`src/rtl/qet_pkg.sv`:
```
`timescale 1ns / 1ps

package qet_pkg;

	localparam int SET_CHARS = 8;
	localparam int CFG_W     = 64;
	localparam int ADDR_W    = 5;
	localparam int QDEPTH    = 4;
	localparam int QAW       = $clog2(QDEPTH);

	typedef enum logic [1:0] {
		REG_DELIM  = 2'd0,
		REG_QUOTE  = 2'd1,
		REG_ESCAPE = 2'd2
	} reg_idx_t;

	typedef enum logic {
		RES_BYTE = 1'b0,
		RES_END  = 1'b1
	} res_kind_t;

	typedef struct packed {
		logic [CFG_W-1:0] delim;
		logic [CFG_W-1:0] quote;
		logic [CFG_W-1:0] escape;
	} cfg_t;

	typedef struct packed {
		res_kind_t  kind;
		logic [7:0] data;
	} res_t;

	// one queue entry: the results caused by one input item
	typedef struct packed {
		logic two;
		res_t r0;
		res_t r1;
	} op_t;

	typedef struct packed {
		logic full;
		logic empty;
	} qstat_t;

	function automatic logic in_set(input logic [7:0] b, input logic [CFG_W-1:0] set);
		logic hit;
		hit = 1'b0;
		for (int i = 0; i < SET_CHARS; i++) begin
			if (set[8*i +: 8] != 8'd0 && set[8*i +: 8] == b) begin
				hit = 1'b1;
			end
		end
		return hit;
	endfunction

endpackage

```
`src/rtl/qet_regs.sv`:
```
`timescale 1ns / 1ps

module qet_regs
	import qet_pkg::*;
(
	input  logic              clk,
	input  logic              arst_n,
	input  logic              psel,
	input  logic              penable,
	input  logic              pwrite,
	input  logic [ADDR_W-1:0] paddr,
	input  logic [CFG_W-1:0]  pwdata,
	output logic [CFG_W-1:0]  prdata,
	output logic              pready,
	output cfg_t              cfg
);

	cfg_t     cfg_q;
	reg_idx_t idx;
	logic     wr;

	assign idx    = reg_idx_t'(paddr[ADDR_W-1:3]);
	assign wr     = psel & penable & pwrite;
	assign pready = 1'b1;
	assign cfg    = cfg_q;

	always_ff @(posedge clk or negedge arst_n) begin
		if (!arst_n) begin
			cfg_q <= '0;
		end else if (wr) begin
			case (idx)
				REG_DELIM:  cfg_q.delim  <= pwdata;
				REG_QUOTE:  cfg_q.quote  <= pwdata;
				REG_ESCAPE: cfg_q.escape <= pwdata;
				default:    cfg_q        <= cfg_q;
			endcase
		end
	end

	always_comb begin
		case (idx)
			REG_DELIM:  prdata = cfg_q.delim;
			REG_QUOTE:  prdata = cfg_q.quote;
			REG_ESCAPE: prdata = cfg_q.escape;
			default:    prdata = '0;
		endcase
	end

endmodule

```
`src/rtl/qet_front.sv`:
```
`timescale 1ns / 1ps

module qet_front
	import qet_pkg::*;
(
	input  logic       clk,
	input  logic       arst_n,
	input  cfg_t       cfg,
	input  logic       s_tvalid,
	output logic       s_tready,
	input  logic [7:0] in_byte,
	input  logic       kind,
	input  qstat_t     qstat,
	output logic       push,
	output op_t        op
);

	logic       esc_pend_q, esc_pend_d;
	logic [7:0] open_quote_q, open_quote_d;
	logic       tok_open_q, tok_open_d;
	logic [7:0] held_q, held_d;
	logic       held_v_q, held_v_d;
	logic       has_res;
	logic       acc;

	assign s_tready = ~qstat.full;
	assign acc      = s_tvalid & s_tready;
	assign push     = acc & has_res;

	always_comb begin
		esc_pend_d   = esc_pend_q;
		open_quote_d = open_quote_q;
		tok_open_d   = tok_open_q;
		held_d       = held_q;
		held_v_d     = held_v_q;
		has_res      = 1'b0;
		op.two       = 1'b0;
		op.r0        = '{kind: RES_BYTE, data: in_byte};
		op.r1        = '{kind: RES_BYTE, data: in_byte};

		if (kind) begin
			// end of string: flush held escape, close token, clear
			if (held_v_q) begin
				has_res = 1'b1;
				op.two  = 1'b1;
				op.r0   = '{kind: RES_BYTE, data: held_q};
				op.r1   = '{kind: RES_END, data: 8'd0};
			end else if (tok_open_q) begin
				has_res = 1'b1;
				op.r0   = '{kind: RES_END, data: 8'd0};
			end
			esc_pend_d   = 1'b0;
			open_quote_d = 8'd0;
			tok_open_d   = 1'b0;
			held_d       = 8'd0;
			held_v_d     = 1'b0;
		end else if (esc_pend_q) begin
			esc_pend_d = 1'b0;
			has_res    = 1'b1;
			tok_open_d = 1'b1;
		end else if (held_v_q) begin
			held_v_d   = 1'b0;
			held_d     = 8'd0;
			has_res    = 1'b1;
			tok_open_d = 1'b1;
			if (!(in_byte == open_quote_q || in_set(in_byte, cfg.escape))) begin
				op.two = 1'b1;
				op.r0  = '{kind: RES_BYTE, data: held_q};
			end
		end else if (open_quote_q != 8'd0) begin
			if (in_byte == open_quote_q) begin
				open_quote_d = 8'd0;
			end else if (in_set(in_byte, cfg.escape)) begin
				held_d   = in_byte;
				held_v_d = 1'b1;
			end else begin
				has_res    = 1'b1;
				tok_open_d = 1'b1;
			end
		end else begin
			if (in_set(in_byte, cfg.delim)) begin
				if (tok_open_q) begin
					has_res    = 1'b1;
					op.r0      = '{kind: RES_END, data: 8'd0};
					tok_open_d = 1'b0;
				end
			end else if (in_set(in_byte, cfg.escape)) begin
				esc_pend_d = 1'b1;
			end else if (in_set(in_byte, cfg.quote)) begin
				tok_open_d   = 1'b1;
				open_quote_d = in_byte;
			end else begin
				has_res    = 1'b1;
				tok_open_d = 1'b1;
			end
		end
	end

	always_ff @(posedge clk or negedge arst_n) begin
		if (!arst_n) begin
			esc_pend_q   <= 1'b0;
			open_quote_q <= 8'd0;
			tok_open_q   <= 1'b0;
			held_q       <= 8'd0;
			held_v_q     <= 1'b0;
		end else if (acc) begin
			esc_pend_q   <= esc_pend_d;
			open_quote_q <= open_quote_d;
			tok_open_q   <= tok_open_d;
			held_q       <= held_d;
			held_v_q     <= held_v_d;
		end
	end

endmodule

```
`src/rtl/qet_fifo.sv`:
```
`timescale 1ns / 1ps

module qet_fifo
	import qet_pkg::*;
(
	input  logic   clk,
	input  logic   arst_n,
	input  logic   push,
	input  op_t    push_op,
	input  logic   pop,
	output op_t    head,
	output qstat_t qstat
);

	op_t            mem_q [QDEPTH];
	logic [QAW-1:0] wr_ptr_q;
	logic [QAW-1:0] rd_ptr_q;
	logic [QAW:0]   cnt_q;

	assign qstat.full  = (cnt_q == (QAW+1)'(QDEPTH));
	assign qstat.empty = (cnt_q == '0);
	assign head        = mem_q[rd_ptr_q];

	always_ff @(posedge clk) begin
		if (push) begin
			mem_q[wr_ptr_q] <= push_op;
		end
	end

	always_ff @(posedge clk or negedge arst_n) begin
		if (!arst_n) begin
			wr_ptr_q <= '0;
			rd_ptr_q <= '0;
			cnt_q    <= '0;
		end else begin
			if (push) begin
				wr_ptr_q <= wr_ptr_q + 1'b1;
			end
			if (pop) begin
				rd_ptr_q <= rd_ptr_q + 1'b1;
			end
			case ({push, pop})
				2'b10:   cnt_q <= cnt_q + 1'b1;
				2'b01:   cnt_q <= cnt_q - 1'b1;
				default: cnt_q <= cnt_q;
			endcase
		end
	end

endmodule

```
`src/rtl/qet_back.sv`:
```
`timescale 1ns / 1ps

module qet_back
	import qet_pkg::*;
(
	input  logic       clk,
	input  logic       arst_n,
	input  op_t        head,
	input  qstat_t     qstat,
	output logic       pop,
	output logic       m_tvalid,
	input  logic       m_tready,
	output logic [7:0] out_byte,
	output logic       out_kind,
	output logic       last_of_run
);

	logic valid_q;
	res_t res_q;
	logic last_q;
	logic sel_q;
	logic load;
	logic last_d;

	assign load   = ~qstat.empty & (~valid_q | m_tready);
	assign last_d = ~head.two | sel_q;
	assign pop    = load & last_d;

	assign m_tvalid    = valid_q;
	assign out_byte    = res_q.data;
	assign out_kind    = res_q.kind;
	assign last_of_run = last_q;

	always_ff @(posedge clk or negedge arst_n) begin
		if (!arst_n) begin
			valid_q <= 1'b0;
			sel_q   <= 1'b0;
		end else if (load) begin
			valid_q <= 1'b1;
			sel_q   <= ~last_d;
		end else if (m_tready) begin
			valid_q <= 1'b0;
		end
	end

	always_ff @(posedge clk) begin
		if (load) begin
			res_q  <= sel_q ? head.r1 : head.r0;
			last_q <= last_d;
		end
	end

endmodule

```
`src/rtl/quoted_escaped_tokenizer.sv`:
```
`timescale 1ns / 1ps

// channel   dir  handshake          tdata              tuser      tlast
// s_        in   s_tvalid/s_tready  [7:0] in_byte      [0] kind   -
// m_        out  m_tvalid/m_tready  [7:0] out_byte     [0] out_kind last_of_run
// apb       in   psel/penable/pready  regs at 0x00 delim, 0x08 quote, 0x10 escape
//
// one input item per cycle while the queue is not full; results leave one per cycle
// while m_tready is high, so an item with two results takes two output transfers
// the front updates token state in the cycle of the transfer, a four-entry queue
// decouples it from the output register
// s_tready drops only when the queue is full; control state clears on arst_n, queue and payload data do not

module quoted_escaped_tokenizer
	import qet_pkg::*;
(
	input  logic              clk,
	input  logic              arst_n,
	input  logic              s_tvalid,
	output logic              s_tready,
	input  logic [7:0]        s_tdata,  // [7:0] in_byte
	input  logic [0:0]        s_tuser,  // [0] kind
	output logic              m_tvalid,
	input  logic              m_tready,
	output logic [7:0]        m_tdata,  // [7:0] out_byte
	output logic [0:0]        m_tuser,  // [0] out_kind
	output logic              m_tlast,
	input  logic              psel,
	input  logic              penable,
	input  logic              pwrite,
	input  logic [ADDR_W-1:0] paddr,
	input  logic [CFG_W-1:0]  pwdata,
	output logic [CFG_W-1:0]  prdata,
	output logic              pready
);

	cfg_t   cfg;
	qstat_t qstat;
	logic   push;
	logic   pop;
	op_t    push_op;
	op_t    head;
	logic   out_kind;

	assign m_tuser = out_kind;

	qet_regs u_regs (
		.clk     (clk),
		.arst_n  (arst_n),
		.psel    (psel),
		.penable (penable),
		.pwrite  (pwrite),
		.paddr   (paddr),
		.pwdata  (pwdata),
		.prdata  (prdata),
		.pready  (pready),
		.cfg     (cfg)
	);

	qet_front u_front (
		.clk      (clk),
		.arst_n   (arst_n),
		.cfg      (cfg),
		.s_tvalid (s_tvalid),
		.s_tready (s_tready),
		.in_byte  (s_tdata),
		.kind     (s_tuser[0]),
		.qstat    (qstat),
		.push     (push),
		.op       (push_op)
	);

	qet_fifo u_fifo (
		.clk     (clk),
		.arst_n  (arst_n),
		.push    (push),
		.push_op (push_op),
		.pop     (pop),
		.head    (head),
		.qstat   (qstat)
	);

	qet_back u_back (
		.clk         (clk),
		.arst_n      (arst_n),
		.head        (head),
		.qstat       (qstat),
		.pop         (pop),
		.m_tvalid    (m_tvalid),
		.m_tready    (m_tready),
		.out_byte    (m_tdata),
		.out_kind    (out_kind),
		.last_of_run (m_tlast)
	);

endmodule

```
`config.mk`:
```
export PLATFORM = sky130hd
export DESIGN_NAME = quoted_escaped_tokenizer
export DESIGN_NICKNAME = d
export VERILOG_FILES = /design/src/rtl/qet_pkg.sv /design/src/rtl/qet_regs.sv /design/src/rtl/qet_front.sv /design/src/rtl/qet_fifo.sv /design/src/rtl/qet_back.sv /design/src/rtl/quoted_escaped_tokenizer.sv
export SDC_FILE = /design/constraint.sdc
export NUM_CORES = 1
export LEC_CHECK = 0
export ABC_AREA = 1
export BUFFER_PORTS_ARGS = -buffer_cell sky130_fd_sc_hd__buf_4
export CORE_MARGIN = 3
export CORE_UTILIZATION = 60
export DETAILED_ROUTE_END_ITERATION = 10
export HOLD_SLACK_MARGIN = 0.02
export PLACE_DENSITY_LB_ADDON = 0.08
export SETUP_SLACK_MARGIN = 0.4
export SYNTH_ARGS = -nofsm -noshare
export SYNTH_HDL_FRONTEND = slang
export SYNTH_SLANG_ARGS = --single-unit
```
`constraint.sdc`:
```
create_clock -name clk -period 5.1 [get_ports clk]
set_input_delay 1.53 -clock clk [delete_from_list [all_inputs] [get_ports clk]]
set_output_delay 1.53 -clock clk [all_outputs]
set_load 0.03 [all_outputs]
```
Word-level counts from Yosys, hierarchy flattened --
Memories as Yosys holds them, arrays and structs flattened. Cells that the tools add are included.
Storage, ports and cells: bits in latches 0, word-level logic and storage cells 248, register bits after elaboration 230, memory bits (writable) 76, input port bits 85, ROM bits 0, memories 1
Memories:
- u_fifo.mem_q | words 4, width 19, read ports 1, clocked after Yosys merged registers in 0, wr ports 1, line qet_fifo.sv:15 | op_t mem_q [QDEPTH];
Cells by class: reductions and logical operators 64, bitwise logic cells 13, shift operators 0, div/mod/pow operators 0, muxes and demuxes 111, multipliers 0, $lt $le $gt $ge 0, equal/unequal tests 39, add/subtract/negate cells 4
Operator list (count):
- $eq 8x8->1 | 25
- $reduce_bool 8->1 | 25
- $pmux 64 s3 | 1
- $mux 8 | 14
- $mux 1 | 84
- $mux 9 | 8
- $mux 10 | 3
- $logic_and 1x1->1 | 24
- $ne 5x3->1 const B | 2
- $ne 3x2->1 const B | 3
- $reduce_bool 3->1 | 3
- $reduce_and 2->1 | 4
- $reduce_and 7->1 | 1
- $and 1x1->1 | 6
- $ne 6x2->1 const B | 1
- $pmux 3 s2 | 1
- $not 1->1 | 5
- $reduce_and 5->1 | 1
- $add 2x1->2 const B | 2
- $eq 2x1->1 const B | 2
- $eq 2x2->1 const B | 2
- $ne 2x2->1 const B | 2
- $reduce_and 4->1 | 1
- $reduce_bool 2->1 | 2
- 8 further kinds | 9

Logic depth before layout (Yosys ltp) --
Gate-level depths: netlist (run 1).
depth in word-level cells 35, depth in mapped cells 22

Hierarchy --
Synthesis (run 1) repeated with hierarchy kept, for this count alone.
Second synthesis, totals: cells, all modules 2355, area, all modules 18207.5 µm²
By module, submodules not included:
- qet_regs | instances 1, cells each 1101, area each 8720.9 µm²
- qet_front | instances 1, cells each 929, area each 5407.7 µm²
- qet_fifo | instances 1, cells each 271, area each 3559.7 µm²
- qet_back | instances 1, cells each 54, area each 519.2 µm²

Worst setup path after synthesis (run 1) --
Ideal clock, no wire load.
kind input -> output, start input paddr[3], end output prdata[10], stages on the path 5, path slack 799 ps, arrival time 2771 ps, data required time 3570 ps, path through inv_1 -> or2_2 -> clkbuf_1 -> clkbuf_1 -> o221ai_1
On the way: word-level cells in the longest chain between the ends 2, elaborated cells between the ends (all ways) 4
RTL lines:
- start, declared | line quoted_escaped_tokenizer.sv:31 | input logic [ADDR_W-1:0] paddr,
- $eq 2x2->1, or another cell as far along | line qet_regs.sv:41 | case (idx)
- $pmux 64 s3 * | line qet_regs.sv:41
- end, declared | line quoted_escaped_tokenizer.sv:33 | output logic [CFG_W-1:0] prdata,
Every way passes the cells marked *; elsewhere a longest branch is shown, timed or not.

Worst setup path after layout (run 1) --
start input paddr[3], end output prdata[23]
The elaborated chain is that of the path after synthesis.

==> metrics.md, run 1 <==
| Metric | Value |
|---|---|
| Status | `finished clean` |
| Finished Core Util | `70.7%` |
| Critical-path cell list | `buf_4, inv_1, or2_2, o221ai_1, buf_4` |
| CTS resizes | `0` |
| Drt drc | `0` |
| Initial antenna violation count | `0` |
| Post-Layout Inst Area | `19300 µm²` |
| Root Buffer | `clkbuf_16` |
| Register bit total from synthesis | `306` |
| RR Endpoint | `u_fifo.cnt_q[2]$_DFFE_PN0P_` |
| Area contributors post-synth | `dfrtp_1, edfxtp_1, nand2_1` |
| Num CTS Buffers | `34` |
| Die area | `30200 µm²` |
| Die H | `174 µm` |
| DR vias/cell | `5.75` |
| Vias post-DR | `14.8k` |
| Crit. End Element | `output port` |
| Clk pin slew, worst setup/hold paths | `0.06 ns` |
| Hold path endpoint | `u_fifo.cnt_q[0]$_DFFE_PN0P_` |
| Standard-cell rows | `60` |
| Setup TNS | `0 ns` |
| Most common cell after layout, fill and taps aside | `nand2_1` |
| Final Hold Fails | `0` |
| Layout net count | `2262` |
| Crit path top cell by count | `buf_4` |
| CTS H-tree lvls | `2` |
| Post-route ant nets | `0` |
| Fmax achieved | `220 MHz` |
| Starting Density | `61.8%` |
| VDD IR max | `0.332 mV` |
| Hold path cells | `1` |
| Final WL | `47600 µm` |
| Layout fillers | `2256` |
| WL per Instance | `18.5 µm` |
| Antenna cells | `0` |
| Post-CTS Hold Fix Bufs | `0` |
| Yosys warning total | `0` |
| Router iterations before antenna repair | `6` |
| Seq/Total Area, Yosys | `47.9%` |
| Reg2reg setup slack | `2.03 ns` |
| Post-DP HPWL | `31200 µm` |
| Layout cell share with drive strength beyond 1 | `14.8%` |
| Worst-Margin Slew | `1.10 ns` |
| Cells after Synth | `2063` |
| Crit Path Class | `primary input to output port` |
| Largest net degree at the start of global routing | `107` |
| Die Wd | `174 µm` |
| Final period util | `89.3%` |
| Maxcap violations | `0` |
| Reg2reg start | `u_regs.cfg[138]$_DFFE_PN0P_` |
| Final Skew | `0.0165 ns` |
| HP Class | `flop to flop` |
| Latest clock arrival within the worst-skew pair | `0.52 ns` |
| Worst-path fanout max | `18` |
| Placed Instances | `2507` |
| CTS tree | `done` |
| P&R area growth vs syn | `14.4%` |
| Clk sinks | `306` |
| Non-filler cells, final | `2569` |
| R2R depth | `17` |
| Worst path max stage delay | `0.54 ns` |
| Iter 0 DRT Violations | `1375` |
| Grt ovf | `0` |
| I/O Buffers | `157` |
| Routability cong. | `0.903` |
| Critical Path RT | `3.57 ns` |
| Synth unique cells | `42` |
| # Post-CTS Setup Buffers | `0` |
| Core area | `27300 µm²` |
| Slowest cell on crit path | `o221ai_1` |
| Leak pwr | `8.56 nW` |
| Gr usage total | `31.3%` |
| CP delay by family, top | `compound AO/OA/AOI/OAI gates` |
| I/O pin total | `162` |
| Buf/Inv on CP | `3` |
| Power per cell area | `473 nW/µm²` |
| First-pass GRT wire length | `76000 µm` |
| Cell Area, Placed | `18200 µm²` |
| Area fraction of the dominant cell type after synthesis | `32.6%` |
| Rel. slew slack | `26.5%` |
| Yosys top cell by area | `dfrtp_1` |
| Most frequent cells in the layout | `nand2_1, nor2_1, dfrtp_1` |
| Hold Path Origin | `u_fifo.cnt_q[0]$_DFFE_PN0P_` |
| Final Max Tran Viols | `0` |
| Max clock buf depth | `3` |
| Vias in the first global route | `14.5k` |
| Syn avg cell area | `8.18 µm²` |
| Critical Path AT | `3.03 ns` |
| Setup violations, final | `0` |
| Design Power | `9.13 mW` |
| RSZ-0062 raised after global routing | `no` |
| CP startpoint kind | `primary input` |
| Mapped Nets | `2154` |
| Final min period | `4.56 ns` |
| Mapped cell area | `16900 µm²` |
## flip-flops by register name, indices dropped and copies added (netlist names), 2 cells and up
name / count
u_fifo.wr_ptr_q: 2
u_front.held_q: 8
u_back.out_byte: 8
u_fifo.mem_q: 76
u_fifo.cnt_q: 3
u_front.open_quote_q: 8
u_regs.cfg: 192
u_fifo.rd_ptr_q: 2
## worst reg2reg max path, cell delays in order (launching register included)
cell,delay (ns)
dfrtp_1,0.43
xnor2_1,0.19
nand2_1,0.08
nor2_1,0.12
nand3_1,0.20
nand2_1,0.12
nor2_1,0.05
nand2_1,0.16
nor2_2,0.07
nand2_1,0.09
nand2_1,0.09
o21bai_4,0.24
ha_1,0.19
inv_1,0.07
fa_1,0.44
a21oi_1,0.14
o21ai_0,0.11
xor2_1,0.15
## synth_stat cells, drive strengths merged
library cell	count
nand4	39
a21oi	38
o22ai	10
nor2	242
nand3	46
dfrtp	220
nand2	617
conb	1
buf	45
ha	5
o21ai	200
xor2	2
clkinv	2
edfxtp	86
a32oi	8
a211oi	1
nor4	2
inv	177
o221ai	64
fa	1
clkbuf	72
o21bai	1
a31oi	10
xnor2	102
or2	6
mux2	47
nor3	19
## kinds of logic (layout without fill, tap and decap cells)
family | after synthesis | in the layout | share of synthesized area (%)
AOI/OAI and AO/OA | 332 | 332 | 11.9
xor gates and xnor gates | 104 | 104 | 5.40
adders and majority gates | 6 | 6 | 0.489
buffers and inverters | 296 | 430 | 7.99
DFF | 306 | 306 | 47.9
muxes | 47 | 47 | 3.13
other | 1 | 1 | 0.0222
and+or+nand+nor | 971 | 971 | 23.2
## how the worst max path moves through the flow
stage	start	to	slack, ns	cells past startpoint
5_1_grt	paddr[3]	prdata[23]	0.54	5
3_3_place_gp	s_tdata[6]	u_fifo.cnt_q[2]$_DFFE_PN0P_	0.44	20
3_5_place_dp	s_tdata[7]	u_fifo.cnt_q[2]$_DFFE_PN0P_	0.37	20
6_report	paddr[3]	prdata[23]	0.54	5
2_1_floorplan	paddr[3]	prdata[10]	0.80	5
4_1_cts	paddr[3]	prdata[23]	0.54	5
## area by class of cell
| class | instances | area [µm²] | area share [%] |
|---|---|---|---|
| flip-flops and latches | 306 | 8090 | 41.9 |
| clock buffers | 51 | 965 | 4.99 |
| multi-input cells | 1461 | 7470 | 38.7 |
| well taps | 372 | 465 | 2.41 |
| clock inverters | 11 | 125 | 0.648 |
| repair buffers | 189 | 1530 | 7.90 |
| inverters | 179 | 679 | 3.52 |
## report_power, final
| group | internal (mW) | switching, mW | leakage [nW] | total [mW] |
|---|---|---|---|---|
| Combinational | 1.12 | 1.96 | 4.59 | 3.08 |
| Sequential | 3.18 | 0.446 | 3.44 | 3.63 |
| Clock | 1.42 | 1.00 | 0.531 | 2.42 |
| Total | 5.72 | 3.41 | 8.56 | 9.13 |
## routing by layer
metal | global-route usage, % | wire length (µm)
met1 | 41.3 | 19300
met2 | 51.0 | 22500
met3 | 5.21 | 3860
met4 | 14.3 | 2010
met5 | 0 | 0
## stage by stage
step,setup slack [ns],hold WS [ns]
finish,0.545,0.471
floorplan,0.799,0.446
global route,0.539,0.509
detailed placement,0.372,0.468
CTS,0.543,0.475
global placement,0.437,0.466
Power figures use the tool's default switching activity.
==> inputs of run 2 (changes only) <==
--- a/config.mk
+++ b/config.mk
@@ -6,8 +6,7 @@
 export NUM_CORES = 1
 export LEC_CHECK = 0
 export ABC_AREA = 1
-export BUFFER_PORTS_ARGS = -buffer_cell sky130_fd_sc_hd__buf_4
-export CORE_MARGIN = 3
+export BUFFER_PORTS_ARGS = -buffer_cell sky130_fd_sc_hd__buf_2
 export CORE_UTILIZATION = 60
 export DETAILED_ROUTE_END_ITERATION = 10
 export HOLD_SLACK_MARGIN = 0.02
==> run 2 against run 1 <==
  * Via count barely moved
  * Critical path type unchanged
  * Hold slack improved by 0.010 ns
  * Clock skew down 0.0037 ns
  * Combinational power decreased by 3%
  * Sequential share of layout area rose by 0.78 points
  * Critical endpoint is now prdata[16]
  * Flip-flop and latch count is the same
==> metrics.md, run 2 (same netlist as run 1, synthesis figures left out) <==
| Metric | Value |
|---|---|
| Clk pin slew, worst setup/hold paths | `0.06 ns (about the same)` |
| Leak pwr | `8.45 nW (-1.3%)` |
| Critical Path AT | `3.07 ns (+0.04 ns)` |
| Reg2reg setup slack | `2.11 ns (+0.08 ns)` |
| Comb power frac | `32.9% (-0.8 points)` |
| Hold Path Origin | `u_fifo.cnt_q[0]$_DFFE_PN0P_` |
| Die H | `170 µm (-2.3%)` |
| Largest register FFs | `192 (unchanged)` |
| Worst path max stage delay | `0.54 ns (about the same)` |
| Hold path endpoint | `u_fifo.cnt_q[0]$_DFFE_PN0P_` |
| I/O pin total | `162 (unchanged)` |
| Drt drc | `0 (unchanged)` |
| RR Endpoint | `u_fifo.cnt_q[2]$_DFFE_PN0P_` |
| # Post-CTS Setup Buffers | `0 (unchanged)` |
| Vias in the first global route | `14.0k (-3.0%)` |
| R2R depth | `19 (+2)` |
| First-pass GRT wire length | `74600 µm (-1.9%)` |
| Power Internal | `5.65 mW (-1.1%)` |
| Final Skew | `0.0128 ns (-0.00370 ns)` |
| CTS tree | `done` |
| Most frequent cells in the layout | `nand2_1, nor2_1, dfrtp_1` |
| Num CTS Buffers | `35 (+2.9%)` |
| Layout cell share with drive strength beyond 1 | `15.0% (+0.17 points)` |
| Initial antenna violation count | `4 (+4)` |
| RSZ-0062 raised after global routing | `no` |
| Clock power share | `27.0% (+0.5 points)` |
| Latest clock arrival within the worst-skew pair | `0.51 ns (about the same)` |
| Final WL | `47400 µm (-0.48%)` |
| Post-route setup slack | `0.496 ns (-0.0481 ns)` |
| Clk sinks | `306 (unchanged)` |
| Critical Path RT | `3.57 ns (about the same)` |
| VDD IR max | `0.293 mV (-12%)` |
| Router iterations before antenna repair | `5 (-1)` |
| Cell Area, Placed | `17800 µm² (-2.1%)` |
| Status | `finished clean` |
| CTS resizes | `0 (unchanged)` |
| Iter 0 DRT Violations | `1193 (-13%)` |
| Setup TNS | `0 ns (unchanged)` |
| I/O Buffers | `157 (unchanged)` |
| HP Class | `flop to flop` |
| Grt ovf | `0 (unchanged)` |
| Final hold slack | `0.482 ns (+0.0105 ns)` |
| Rel. slew slack | `27.4% (+0.94 points)` |
| Reg2reg start | `u_regs.cfg[36]$_DFFE_PN0P_` |
| Gr usage total | `33.4% (+2.1 points)` |
| Largest net degree at the start of global routing | `129 (+21%)` |
| Core area | `27700 µm² (+1.4%)` |
| Post-DP HPWL | `31000 µm (-0.79%)` |
| Post-Layout Inst Area | `19000 µm² (-1.8%)` |
| Maxcap violations | `0 (unchanged)` |
| Finished Core Util | `68.5% (-2.2 points)` |
| Root Buffer | `clkbuf_16` |
| Psw | `3.41 mW (-0.12%)` |
| Layout fillers | `2276 (+0.89%)` |
| Power per cell area | `478 nW/µm² (+1.1%)` |
| Switching Fraction | `37.6% (+0.23 points)` |
| Post-CTS Hold Fix Bufs | `0 (unchanged)` |
| Final Hold Fails | `0 (unchanged)` |
| Worst-path fanout max | `25 (+7)` |
| Crit Path Class | `primary input to output port` |
| Final min period | `4.60 ns (+0.0481 ns)` |
| WL per Instance | `18.4 µm (-0.91%)` |
| Pre-CTS WS | `0.402 ns (+0.0299 ns)` |
| DR vias/cell | `5.72 (-0.45%)` |
| Final Max Tran Viols | `0 (unchanged)` |
| Vias post-DR | `14.8k (-0.020%)` |
| Worst-Margin Slew | `1.09 ns (-0.0142 ns)` |
| Critical-path cell list | `buf_2, inv_1, or2_2, buf_12, o221ai_1, buf_2` |
| Most common cell after layout, fill and taps aside | `nand2_1` |
| Die area | `28800 µm² (-4.6%)` |
| Crit. End Element | `output port` |
| Hold path cells | `1 (unchanged)` |
| Starting Density | `60.9% (-0.85 points)` |
| P&R area growth vs syn | `12.3%` |
| Area of the multi-input gates | `7470 µm² (unchanged)` |
| Layout net count | `2264 (+0.088%)` |
| Die Wd | `170 µm (-2.3%)` |
| Max clock buf depth | `3 (unchanged)` |
| Register area | `8090 µm² (unchanged)` |
| Standard-cell rows | `61 (+1.7%)` |
| CP startpoint kind | `primary input` |
| Slowest cell on crit path | `or2_2` |
| Fmax achieved | `217 MHz (-1.0%)` |
| Crit path top cell by count | `buf_2` |
| Final period util | `90.3% (+0.94 points)` |
| Setup violations, final | `0 (unchanged)` |
| Flop pwr share | `40.1% (+0.4 points)` |
| CTS H-tree lvls | `2 (unchanged)` |
| Routability cong. | `0.890 (-1.4%)` |
| Post-route ant nets | `0 (unchanged)` |
run 2: worst max-delay path by stage:
stage / endpoint / start / slack [ns] / cells past startpoint
global placement: u_fifo.cnt_q[2]$_DFFE_PN0P_ / s_tdata[5] / 0.43 / 19
detailed placement: u_fifo.cnt_q[2]$_DFFE_PN0P_ / s_tdata[5] / 0.40 / 19
floorplan: prdata[10] / paddr[3] / 0.80 / 5
finish: prdata[16] / paddr[3] / 0.50 / 6
CTS: prdata[16] / paddr[3] / 0.52 / 6
global route: prdata[37] / paddr[3] / 0.44 / 6
run 2: layout make-up:
cell class	count	share of cell area, %
inverter	179	3.58
tap	378	2.49
multi-input combinational	1461	39.4
sequential	306	42.6
clock inverter	11	0.495
antenna	3	0.0396
clock buffer	52	5.39
timing repair buffer	190	5.96
run 2: critical path, delay by kind of cell:
kind	cells	cell delay, ns
simple gates	1	0.54
buf+inv	4	0.70
compound gates	1	0.28
run 2: power by group through the flow:
stage	logic (mW)	registers [mW]	clock network (mW)
6_report	2.99	3.63	2.45
5_1_grt	3.33	3.70	2.57
4_1_cts	2.98	3.62	2.48
3_5_place_dp	2.96	3.66	0
3_3_place_gp	2.87	3.64	0
2_1_floorplan	2.16	3.63	0
run 2: through the flow:
stage	cells	total power, mW
after detailed placement	2514	6.62
after floorplan	2063	5.79
after global placement	2514	6.52
after global routing	2579	9.59
final	2580	9.06
after CTS	2577	9.08
run 2: routing by layer:
layer  track usage (%)  vias up  wire length, µm
met5                 0        -               13
met4              12.9        2             1600
met3              5.15      118             3460
met2              55.8      632            22800
met1              43.8     7032            19500
li1                  -     6976                -
==> inputs of run 3 (changes only) <==
--- a/config.mk
+++ b/config.mk
@@ -7,7 +7,7 @@
 export LEC_CHECK = 0
 export ABC_AREA = 1
 export BUFFER_PORTS_ARGS = -buffer_cell sky130_fd_sc_hd__buf_2
-export CORE_UTILIZATION = 60
+export CORE_UTILIZATION = 35
 export DETAILED_ROUTE_END_ITERATION = 10
 export HOLD_SLACK_MARGIN = 0.02
 export PLACE_DENSITY_LB_ADDON = 0.08
==> run 3 against run 2 <==
  * Die area increased by 70%
  * Maximum frequency increased by 0.77%
  * Core utilization decreased by 27 points
  * Global-route usage decreased by 10 points
  * Worst setup slack improved by 0.035 ns
  * First-iteration DRC count decreased by 16%
  * Design area increased by 3.6%
  * Non-clock buffer count increased by 28
  * Critical path depth unchanged
  * Clock-buffer cell count increased by 3
  * Largest power group unchanged
  * Highest routed layer unchanged
==> metrics.md, run 3 (same netlist as run 1, synthesis figures left out) <==
| Metric | Value |
|---|---|
| Die Wd | `222 µm (+31%)` |
| Post-DP HPWL | `38300 µm (+24%)` |
| Gr usage total | `23.0% (-10 points)` |
| Router iterations before antenna repair | `5 (unchanged)` |
| Clk pin slew, worst setup/hold paths | `0.05 ns (about the same)` |
| Final min period | `4.57 ns (-0.0353 ns)` |
| CTS tree | `done` |
| Clk sinks | `306 (unchanged)` |
| Setup violations, final | `0 (unchanged)` |
| # Post-CTS Setup Buffers | `0 (unchanged)` |
| Most frequent cells in the layout | `nand2_1, nor2_1, dfrtp_1` |
| Worst-path fanout max | `26 (+4.0%)` |
| Standard-cell rows | `80 (+31%)` |
| Root Buffer | `clkbuf_16` |
| Clock power share | `28.5% (+1.5 points)` |
| DR vias/cell | `5.10 (-11%)` |
| Post-CTS Hold Fix Bufs | `0 (unchanged)` |
| Latest clock arrival within the worst-skew pair | `0.57 ns (+0.06 ns)` |
| Critical Path AT | `3.04 ns (-0.03 ns)` |
| Post-route ant nets | `0 (unchanged)` |
| Die H | `222 µm (+31%)` |
| Setup TNS | `0 ns (unchanged)` |
| WL per Instance | `19.5 µm (+5.9%)` |
| Power per cell area | `477 nW/µm² (-0.21%)` |
| Iter 0 DRT Violations | `998 (-16%)` |
| P&R area growth vs syn | `16.4%` |
| Maxcap violations | `0 (unchanged)` |
| Vias in the first global route | `14.2k (+1.4%)` |
| Drt drc | `0 (unchanged)` |
| Initial antenna violation count | `3 (-1)` |
| Core area | `47600 µm² (+72%)` |
| Routability cong. | `0.847 (-4.8%)` |
| VDD IR max | `0.235 mV (-20%)` |
| Leak pwr | `8.68 nW (+2.6%)` |
| Crit. End Element | `output port` |
| I/O pin total | `162 (unchanged)` |
| Die area | `49100 µm² (+70%)` |
| Cell Area, Placed | `18400 µm² (+3.3%)` |
| CTS H-tree lvls | `2 (unchanged)` |
| RSZ-0062 raised after global routing | `no` |
| Num CTS Buffers | `39 (+11%)` |
| Post-route setup slack | `0.532 ns (+0.0353 ns)` |
| Layout net count | `2296 (+1.4%)` |
| Final Skew | `0.0151 ns (+0.00230 ns)` |
| Worst-Margin Slew | `0.847 ns (-0.242 ns)` |
| Comb power frac | `32.7% (-0.2 points)` |
| Starting Density | `35.4% (-26 points)` |
| Final Hold Fails | `0 (unchanged)` |
| Design Power | `9.37 mW (+3.4%)` |
| Rel. slew slack | `43.5% (+16 points)` |
| Status | `finished clean` |
| Final period util | `89.6% (-0.69 points)` |
| Critical Path RT | `3.57 ns (about the same)` |
| Largest net degree at the start of global routing | `95 (-26%)` |
| Switching Fraction | `38.4% (+0.74 points)` |
| I/O Buffers | `157 (unchanged)` |
| Pre-CTS WS | `0.308 ns (-0.0936 ns)` |
| Most common cell after layout, fill and taps aside | `nand2_1` |
| Fmax achieved | `219 MHz (+0.77%)` |
| Layout cell share with drive strength beyond 1 | `16.0% (+1.0 points)` |
| CP startpoint kind | `primary input` |
| Max clock buf depth | `3 (unchanged)` |
| Post-Layout Inst Area | `19700 µm² (+3.6%)` |
| Final Max Tran Viols | `0 (unchanged)` |
| Grt ovf | `0 (unchanged)` |
| Crit Path Class | `primary input to output port` |
| Vias post-DR | `14.5k (-1.5%)` |
| Flop pwr share | `38.8% (-1.3 points)` |
| Power Internal | `5.78 mW (+2.2%)` |
| Final WL | `55500 µm (+17%)` |
| Largest register FFs | `192 (unchanged)` |
| HP Class | `flop to flop` |
| First-pass GRT wire length | `86400 µm (+16%)` |
| Psw | `3.59 mW (+5.4%)` |
| CTS resizes | `0 (unchanged)` |
-- run 3: cell types whose count changed in the layout (fill, tap and decap cells not counted), moves of 2 or more --
cell / before / now
diode_2: 3 / 1
clkbuf_16: 37 / 39
clkinv_8: 0 / 2
clkbuf_1: 11 / 15
buf_4: 26 / 47
clkbuf_8: 4 / 1
buf_12: 7 / 14
clkinv_1: 2 / 5
clkinvlp_4: 4 / 0
-- run 3: critical path: stages --
cell,delay [ns]
buf_2,0.12
inv_1,0.08
nand2_2,0.36
buf_12,0.33
o221ai_1,0.32
buf_2,0.28
-- run 3: final cells by class --
| type | count | area [µm²] |
|---|---|---|
| fill | 4884 | 28000 |
| sequential | 306 | 8090 |
| multi-input combinational | 1461 | 7470 |
| timing repair buffer | 218 | 1430 |
| clock buffer | 55 | 1050 |
| tap | 615 | 769 |
| inverter | 179 | 679 |
| clock inverter | 15 | 163 |
| antenna | 1 | 2.50 |
-- run 3: worst paths after layout --
| kind | start | end | slack (ns) | cells after the start |
|---|---|---|---|---|
| max reg2reg | u_regs.cfg[140]$_DFFE_PN0P_ | u_fifo.cnt_q[2]$_DFFE_PN0P_ | 2.13 | 17 |
| max in group asynchronous | arst_n | u_front.held_q[2]$_DFFE_PN0P_ | 3.17 | 2 |
| min | u_fifo.cnt_q[1]$_DFFE_PN0P_ | u_fifo.cnt_q[1]$_DFFE_PN0P_ | 0.48 | 2 |
| min reg2reg | u_fifo.cnt_q[1]$_DFFE_PN0P_ | u_fifo.cnt_q[1]$_DFFE_PN0P_ | 0.48 | 2 |
| max | paddr[3] | prdata[51] | 0.53 | 6 |
| min in group asynchronous | arst_n | u_regs.cfg[140]$_DFFE_PN0P_ | 0.98 | 1 |
-- run 3: power by group through the flow --
| stage | Clock, mW | Sequential, mW | Combinational (mW) |
|---|---|---|---|
| after floorplan | 0 | 3.63 | 2.16 |
| after global placement | 0 | 3.67 | 3.07 |
| after detailed placement | 0 | 3.68 | 3.09 |
| after CTS | 2.73 | 3.64 | 3.10 |
| after global routing | 2.83 | 3.72 | 3.45 |
| final | 2.67 | 3.64 | 3.06 |
-- run 3: per-stage QoR --
step | utilization [%] | instances | hold slack [ns]
after floorplan | - | 2063 | 0.446
after global placement | 38.7 | 2779 | 0.467
after detailed placement | 38.7 | 2779 | 0.472
after CTS | 41.2 | 2849 | 0.483
after global routing | 41.2 | 2850 | 0.533
final | 41.2 | 2850 | 0.481
-- run 3: routing by layer --
layer,vias up,wire length (µm),global-route usage [%]
met5,-,13,0
met2,397,26400,38.0
met1,7004,24800,30.4
met3,90,2640,3.99
met4,2,1550,7.64
li1,7046,-,-
